## src/design/pdts_pkg.sv

```systemverilog
package pdts_pkg;

  // Datapath widths.
  localparam int DATA_W  = 32;          // Q16.16 ports and gains
  localparam int BAND_W  = 31;          // deadband and knee
  localparam int ERR_W   = 33;          // target - measured
  localparam int DIFF_W  = ERR_W + 1;   // error - previous error
  localparam int SUM_W   = 48;          // integral accumulator
  localparam int QX_W    = SUM_W + 1;   // multiplier value operand
  localparam int PROD_W  = 48;          // saturated product
  localparam int ADDR_W  = 5;           // APB byte address

  // Reset values of the configuration registers.
  localparam logic signed [DATA_W-1:0] KP_RESET      = 32'sd65536;
  localparam logic signed [DATA_W-1:0] OUT_MIN_RESET = 32'sh8000_0000;
  localparam logic signed [DATA_W-1:0] OUT_MAX_RESET = 32'sh7FFF_FFFF;

  // Default integral limits.
  localparam logic signed [SUM_W-1:0] INTEGRAL_LOW_DEF  = -48'sd2147483648;
  localparam logic signed [SUM_W-1:0] INTEGRAL_HIGH_DEF = 48'sd2147483647;

  // Register map, one 32-bit word each.
  typedef enum logic [2:0] {
    REG_DEADBAND   = 3'd0,
    REG_KNEE       = 3'd1,
    REG_KP_INNER   = 3'd2,
    REG_KP_OUTER   = 3'd3,
    REG_KI_DT      = 3'd4,
    REG_KD_OVER_DT = 3'd5,
    REG_DRIVE_LO   = 3'd6,
    REG_DRIVE_HI   = 3'd7
  } pdts_reg_e;

  // Load enables for the three stages of a product unit.
  typedef struct packed {
    logic ld_abs;
    logic ld_prod;
    logic ld_res;
  } pdts_adv_t;

endpackage

```

## src/design/pdts_qmul.sv

```systemverilog
// Q16.16 gain times value, truncated toward zero and saturated to 48 bits.
// Three register stages: magnitudes, partial products, combine and saturate.
module pdts_qmul import pdts_pkg::*; (
  input  logic                     clk_i,
  input  pdts_adv_t                adv_i,
  input  logic signed [DATA_W-1:0] gain_i,
  input  logic signed [QX_W-1:0]   x_i,
  output logic signed [PROD_W-1:0] prod_o
);

  localparam int LO_W  = 32;
  localparam int HI_W  = QX_W - LO_W;
  localparam int PH_W  = DATA_W + HI_W;
  localparam int PL_W  = DATA_W + LO_W;
  localparam int FRAC  = 16;
  localparam int MAG_W = PROD_W + 1;
  localparam logic [MAG_W-1:0] NEG_LIM = MAG_W'(1) << (PROD_W - 1);
  localparam logic [MAG_W-1:0] POS_LIM = NEG_LIM - MAG_W'(1);

  logic              neg1_q, neg2_q;
  logic [DATA_W-1:0] ug_q;
  logic [QX_W-1:0]   ux_q;
  logic [PH_W-1:0]   ph_q;
  logic [PL_W-1:0]   pl_q;
  logic [MAG_W-1:0]  mag;
  logic [MAG_W-1:0]  mag_lim;
  logic              sat;

  // Stage one: signs and magnitudes of both operands.
  always_ff @(posedge clk_i) begin
    if (adv_i.ld_abs) begin
      neg1_q <= gain_i[DATA_W-1] ^ x_i[QX_W-1];
      ug_q   <= gain_i[DATA_W-1] ? DATA_W'(-gain_i) : DATA_W'(gain_i);
      ux_q   <= x_i[QX_W-1] ? QX_W'(-x_i) : QX_W'(x_i);
    end
  end

  // Stage two: the gain times the high and low parts of the value.
  always_ff @(posedge clk_i) begin
    if (adv_i.ld_prod) begin
      neg2_q <= neg1_q;
      ph_q   <= PH_W'(ug_q) * PH_W'(ux_q[QX_W-1:LO_W]);
      pl_q   <= PL_W'(ug_q) * PL_W'(ux_q[LO_W-1:0]);
    end
  end

  // Stage three: drop the fraction, saturate and restore the sign.
  always_comb begin
    sat = |ph_q[PH_W-1:DATA_W-1];
    mag = sat ? NEG_LIM
              : MAG_W'({ph_q[DATA_W-2:0], FRAC'(0)}) + MAG_W'(pl_q[PL_W-1:FRAC]);
    if (neg2_q) begin
      mag_lim = (mag > NEG_LIM) ? NEG_LIM : mag;
    end else begin
      mag_lim = (mag > POS_LIM) ? POS_LIM : mag;
    end
  end

  always_ff @(posedge clk_i) begin
    if (adv_i.ld_res) begin
      prod_o <= neg2_q ? PROD_W'(-mag_lim) : PROD_W'(mag_lim);
    end
  end

endmodule
```

## config.mk

```make
export PLATFORM = sky130hd
export DESIGN_NAME = pdts_qmul
export DESIGN_NICKNAME = d
export VERILOG_FILES = /design/src/design/pdts_pkg.sv /design/src/design/pdts_qmul.sv
export SDC_FILE = /design/constraint.sdc
export NUM_CORES = 2
export LEC_CHECK = 0
export CAP_MARGIN = 10
export CORE_MARGIN = 2
export CORE_UTILIZATION = 50
export DETAILED_ROUTE_END_ITERATION = 8
export DONT_BUFFER_PORTS = 1
export PLACE_DENSITY = 0.7
export RECOVER_POWER = 25
export REMOVE_ABC_BUFFERS = 1
export SLEW_MARGIN = 20
export SYNTH_ARGS = -nofsm -noshare
export SYNTH_HDL_FRONTEND = slang
export SYNTH_SLANG_ARGS = --single-unit
```

## constraint.sdc

```tcl
create_clock -name clk_i -period 9.4 [get_ports clk_i]
set_input_delay 0.47 -clock clk_i [delete_from_list [all_inputs] [get_ports clk_i]]
set_output_delay 0.47 -clock clk_i [all_outputs]
set_load 0.01 [all_outputs]
```

After elaboration in Yosys (flattened, before gate mapping) --
Cells that the tools add are included.
Word-level totals: register bits 244, input port bits 85, output and inout port bits 48, word-level logic and storage cells 26
Operators by class: $add $sub $neg 4, $mul 2, magnitude comparators 2, multiplexer cells 7, bitwise gates (word level) 1, reduce and logical (&&, ||, !) cells 1
Operators with widths (number):
- 48-bit two-way mux | 5
- 32-bit by 32-bit multiplier with 64-bit output | 1
- 47-bit by 48-bit adder with 49-bit output | 1
- 49-bit by 47-bit > comparator with 1-bit output, second input constant | 1
- 49-bit by 48-bit > comparator with 1-bit output, second input constant | 1
- 32-bit by 17-bit multiplier with 49-bit output | 1
- 49-bit two-way mux | 1
- 49-bit negation | 1
- 48-bit negation | 1
- 32-bit negation | 1
- 31-bit two-way mux | 1
- 18-bit OR reduction | 1
- 1-bit XOR | 1

Logic depth before layout (Yosys ltp) --
depth in word-level cells 7, depth in mapped cells 30, mapped depth without buffers 29

Worst setup path before layout --
No wires, ideal clock.
path kind register to register, start register ug_q[13], end register pl_q[62] (data pin), setup time 0.258 ns, data arrival time 7.638 ns, data required time 9.142 ns, slack 1.504 ns, stages on the path, launching flop included 31, path buffers 2, period minus slack after synthesis 7.896 ns, cells stage by stage edfxtp_1 clkbuf_1 clkbuf_1 nand2_1 fa_1 inv_1 fa_1 inv_1 fa_1 inv_1 fa_1 inv_1 fa_1 fa_1 fa_1 fa_1 inv_1 ha_1 nand4_1 o21ai_0 a31oi_1 o21ai_0 a2111o_1 o22ai_1 o21ai_0 a22oi_1 o31a_1 o21ai_0 o21a_1 nor2_1 xnor2_1
On the way: cells in the longest elaborated chain, start to end 1
RTL lines:
- from (decl) | line pdts_qmul.sv:21 | logic [DATA_W-1:0] ug_q;
- from (signal assigned) | line pdts_qmul.sv:33 | ug_q <= gain_i[DATA_W-1] ? DATA_W'(-gain_i) : DATA_W'(gain_i);
- 32-bit by 32-bit multiplier with 64-bit output | line pdts_qmul.sv:43 | pl_q <= PL_W'(ug_q) * PL_W'(ux_q[LO_W-1:0]);
- to (signal assigned) | line pdts_qmul.sv:43
- to (decl) | line pdts_qmul.sv:24 | logic [PL_W-1:0] pl_q;
No other way between the ends. A chain may end at the register's enable or synchronous reset.

Worst setup path after layout --
start register ug_q[8], end register pl_q[63] (data pin)
Same word-level chain as after synthesis.

==> metrics.txt <==
# TYPE chip_impl_metric gauge
chip_impl_info{name="status",value="finished with violations"} 1
chip_impl_info{name="failed_checks",value="max-capacitance violations, max-slew violations"} 1
chip_impl_metric{name="route.detailed.wl_per_inst",unit="µm"} 21.2
chip_impl_metric{name="count_of_state_elements_after_synthesis",unit=""} 228
chip_impl_metric{name="muxShareOfSynthArea",unit="%"} 0.118
chip_impl_info{name="dominantRegCellSynth",value="edfxtp_1"} 1
chip_impl_info{name="timing.critical_path.from",value="ug_q[8]$_DFFE_PP_"} 1
chip_impl_metric{name="fin_area",unit="µm²"} 64400
chip_impl_metric{name="worstSkewPairLatency",unit="ps"} 600
chip_impl_metric{name="critical_path.max_fanout",unit=""} 27
chip_impl_metric{name="finalNetCount",unit=""} 8259
chip_impl_info{name="clock-root-buffer",value="clkbuf_16"} 1
chip_impl_metric{name="drcViolationCount",unit=""} 0
chip_impl_info{name="startpoint_of_the_most_critical_hold_path",value="adv_i[1]"} 1
chip_impl_metric{name="finalWorstPathRequiredPeriod",unit="ps"} 8930
chip_impl_metric{name="critPathArrivalTime",unit="ps"} 9270
chip_impl_metric{name="clk_pin_slew",unit="ps"} 70
chip_impl_info{name="endpoint",value="pl_q[63]$_DFFE_PP_"} 1
chip_impl_metric{name="yosys_warnings",unit=""} 0
chip_impl_metric{name="multiInputGateArea",unit="µm²"} 48200
chip_impl_metric{name="finalCritPeriodShare",unit="%"} 95.0
chip_impl_metric{name="cts.path.max_buffers",unit=""} 3
chip_impl_metric{name="area_delta_synth_final",unit="%"} 4.75
chip_impl_metric{name="num-fill-cells",unit=""} 10900
chip_impl_info{name="criticalPathCategory",value="register to register"} 1
chip_impl_metric{name="setup_total_negative_slack",unit="ps"} 0
chip_impl_metric{name="core_region_area",unit="µm²"} 122000
chip_impl_metric{name="route.final.wire_length",unit="mm"} 171
chip_impl_metric{name="cts_num_sinks",unit=""} 228
chip_impl_metric{name="dr_total_vias",unit=""} 45100
chip_impl_metric{name="reg2regPathDepth",unit=""} 25
chip_impl_metric{name="track_usage",unit="%"} 27.8
chip_impl_metric{name="grt_max_degree",unit=""} 84
chip_impl_metric{name="dr.first_iter.drc_count",unit=""} 3766
chip_impl_metric{name="maxSlewHeadroom",unit="%"} -66.5
chip_impl_metric{name="ctsHtreeMaxLevel",unit=""} 2
chip_impl_metric{name="synth_edf_count",unit=""} 228
chip_impl_metric{name="antenna_violations_before_repair",unit=""} 3
chip_impl_metric{name="port_buffers",unit=""} 0
chip_impl_metric{name="critical-path-max-stage-delay",unit="ps"} 1080
chip_impl_metric{name="die_height",unit="µm"} 355
chip_impl_info{name="critical_path.startpoint_type",value="register"} 1
chip_impl_metric{name="timing.final.setup_violations",unit=""} 0
chip_impl_info{name="layout_common_cells",value="fa_1, inv_1, nand2_1, and2_1, ha_1"} 1
chip_impl_metric{name="via_per_inst",unit=""} 5.60
chip_impl_metric{name="via_count_of_the_first_global_routing_pass",unit=""} 47600
chip_impl_metric{name="worst_case_register_to_register_setup_slack",unit="ps"} 470
chip_impl_metric{name="dpl_cell_area",unit="µm²"} 63200
chip_impl_info{name="r2r_start",value="ug_q[8]$_DFFE_PP_"} 1
chip_impl_metric{name="grt_first_pass_wirelength",unit="mm"} 271
chip_impl_metric{name="hold_buffers",unit=""} 6
chip_impl_info{name="cts_tree",value="done"} 1
chip_impl_metric{name="starting_density_of_the_core",unit="%"} 50.5
chip_impl_info{name="critical_path.endpoint_type",value="register"} 1
chip_impl_metric{name="synth-xor-area-share",unit="%"} 2.73
chip_impl_metric{name="synthDistinctLibCells",unit=""} 80
chip_impl_metric{name="tightest_slew",unit="ps"} 2500
chip_impl_metric{name="mappedNetlistArea",unit="µm²"} 61500
chip_impl_metric{name="worst_hold_slack",unit="ps"} 50.4
chip_impl_metric{name="place.gp.congestion",unit=""} 0.945
chip_impl_metric{name="cts-buffers-inserted",unit=""} 34
chip_impl_metric{name="top_level_ports",unit=""} 133
chip_impl_metric{name="fmax",unit="MHz"} 112
chip_impl_metric{name="hpwlAfterDp",unit="mm"} 139
chip_impl_info{name="largest_family_of_logic_cells_by_synthesized_area",value="adder cells"} 1
chip_impl_metric{name="synthesis.area_per_instance",unit="µm²"} 9.30
chip_impl_metric{name="timing.clock.skew",unit="ps"} 26.9
chip_impl_metric{name="worst-endpoint-required",unit="ps"} 9750
chip_impl_metric{name="synthCells",unit=""} 6610
chip_impl_metric{name="regArea",unit="µm²"} 6850
chip_impl_metric{name="async_flop_share",unit="%"} 0
chip_impl_metric{name="layout-drive-gt1-share",unit="%"} 3.45
chip_impl_metric{name="max-cap-violations",unit=""} 1
chip_impl_info{name="timing.critical_path.mode_cell",value="fa_1"} 1
chip_impl_metric{name="grt.overflow.total",unit=""} 0
chip_impl_metric{name="final-hold-violation-count",unit=""} 0
chip_impl_metric{name="fp.dieW",unit="µm"} 355
chip_impl_info{name="worst_hold_path_type",value="input pin to register"} 1
chip_impl_metric{name="synthAdderAreaFrac",unit="%"} 52.3
chip_impl_metric{name="final_core_utilization",unit="%"} 52.9
chip_impl_info{name="r2r_end",value="pl_q[63]$_DFFE_PP_"} 1
chip_impl_metric{name="antenna_violating_nets_post_route",unit=""} 0
chip_impl_metric{name="synthSimpleGateAreaFrac",unit="%"} 17.1
chip_impl_metric{name="synth-compound-area-share",unit="%"} 6.16
chip_impl_info{name="critical-path-slowest-cell",value="edfxtp_1"} 1
chip_impl_metric{name="post_cts.resized_instances",unit=""} 0
chip_impl_info{name="mostFrequentLayoutCell",value="fa_1"} 1
chip_impl_metric{name="cts.repair_timing.setup_buffer_count",unit=""} 0
chip_impl_info{name="rsz0062_at_grt",value="false"} 1
chip_impl_metric{name="drtPass1Iterations",unit=""} 5
chip_impl_metric{name="synth.yosys.seq_area_share",unit="%"} 11.1
chip_impl_metric{name="number_of_cell_rows",unit=""} 128
chip_impl_metric{name="finalMaxSlewViolations",unit=""} 49
chip_impl_metric{name="floorplan.die_area",unit="µm²"} 126000
[stage by stage]
step,setup slack [ps],cells
after global placement,706,7995
after CTS,516,8062
after global routing,75.6,8062
final,474,8063
after floorplan,1370,6242
after detailed placement,511,7995
[kinds of logic after synthesis]
logic type	count (synthesis)
AND/OR/NAND/NOR	2125
adder cells (fa/ha/maj)	1762
flip-flops	228
multiplexers	7
XOR/XNOR	192
buffers and inverters	1712
AO/OA/AOI/OAI	584
[flip-flops by register name, summed over array words and instances, names as in the netlist]
signal and flops:
neg2_q 1, ph_q 49, neg1_q 1, ug_q 32, pl_q 48, prod_o 48
ux_q 49
[per-layer routing]
layer	global-route usage (%)	vias to the layer above	part of all wire, %
met1	38.8	23200	41
li1	-	19600	-
met5	0	-	0.050
met4	7.90	6	3.1
met3	6.34	296	10
met2	43.7	2046	45
[final cells by class]
| type | count | share of cell area, % |
|---|---|---|
| multi-input combinational | 4670 | 74.9 |
| sequential | 228 | 10.6 |
| inverter | 1344 | 7.83 |
| tap | 1625 | 3.16 |
| timing repair buffer | 134 | 1.68 |
| clock buffer | 40 | 1.45 |
| clock inverter | 21 | 0.355 |
| antenna | 1 | 0.00388 |
[worst min path at each step]
stage / end / depth (start not counted)
6_report: ph_q[34]$_DFFE_PP_ / 0
3_3_place_gp: ux_q[0]$_DFFE_PP_ / 0
3_5_place_dp: ux_q[0]$_DFFE_PP_ / 0
5_1_grt: ph_q[34]$_DFFE_PP_ / 0
4_1_cts: ph_q[34]$_DFFE_PP_ / 0
2_1_floorplan: neg2_q$_DFFE_PP_ / 0
[worst max-delay path: cells and delay by family (launching register included)]
kind	cells	cell delay, ps
xor+xnor	1	110
buf+inv	4	640
simple gates	3	370
fa+ha+maj	9	4300
compound gates	8	2170
flops	1	1080
[cells in the mapped netlist, drive strengths merged (8+ instances only)]
master / n / area [µm²]
edfxtp: 228 / 6850
o21bai: 18 / 135
a211oi: 19 / 143
nand2b: 20 / 133
and2: 719 / 4500
clkbuf: 360 / 1350
nor4: 17 / 119
o21a: 34 / 255
buf: 8 / 38.8
xnor2: 152 / 1330
or2: 13 / 81.3
a21boi: 9 / 67.6
xor2: 40 / 350
nand2: 997 / 3740
or3: 31 / 215
inv: 1344 / 5040
a21o: 50 / 375
nand3: 44 / 220
ha: 417 / 5220
or4: 20 / 159
a31oi: 24 / 150
nor3: 43 / 215
nor2b: 12 / 75.1
o211ai: 15 / 113
o31ai: 25 / 188
a22oi: 17 / 128
nor2: 125 / 469
o21ai: 135 / 676
and3: 20 / 125
a21oi: 148 / 744
fa: 1345 / 26900
o41ai: 12 / 113
nand4: 31 / 194
Power is not shown: default switching activity piles up to over one toggle a cycle in this logic, so the estimate is an artifact.
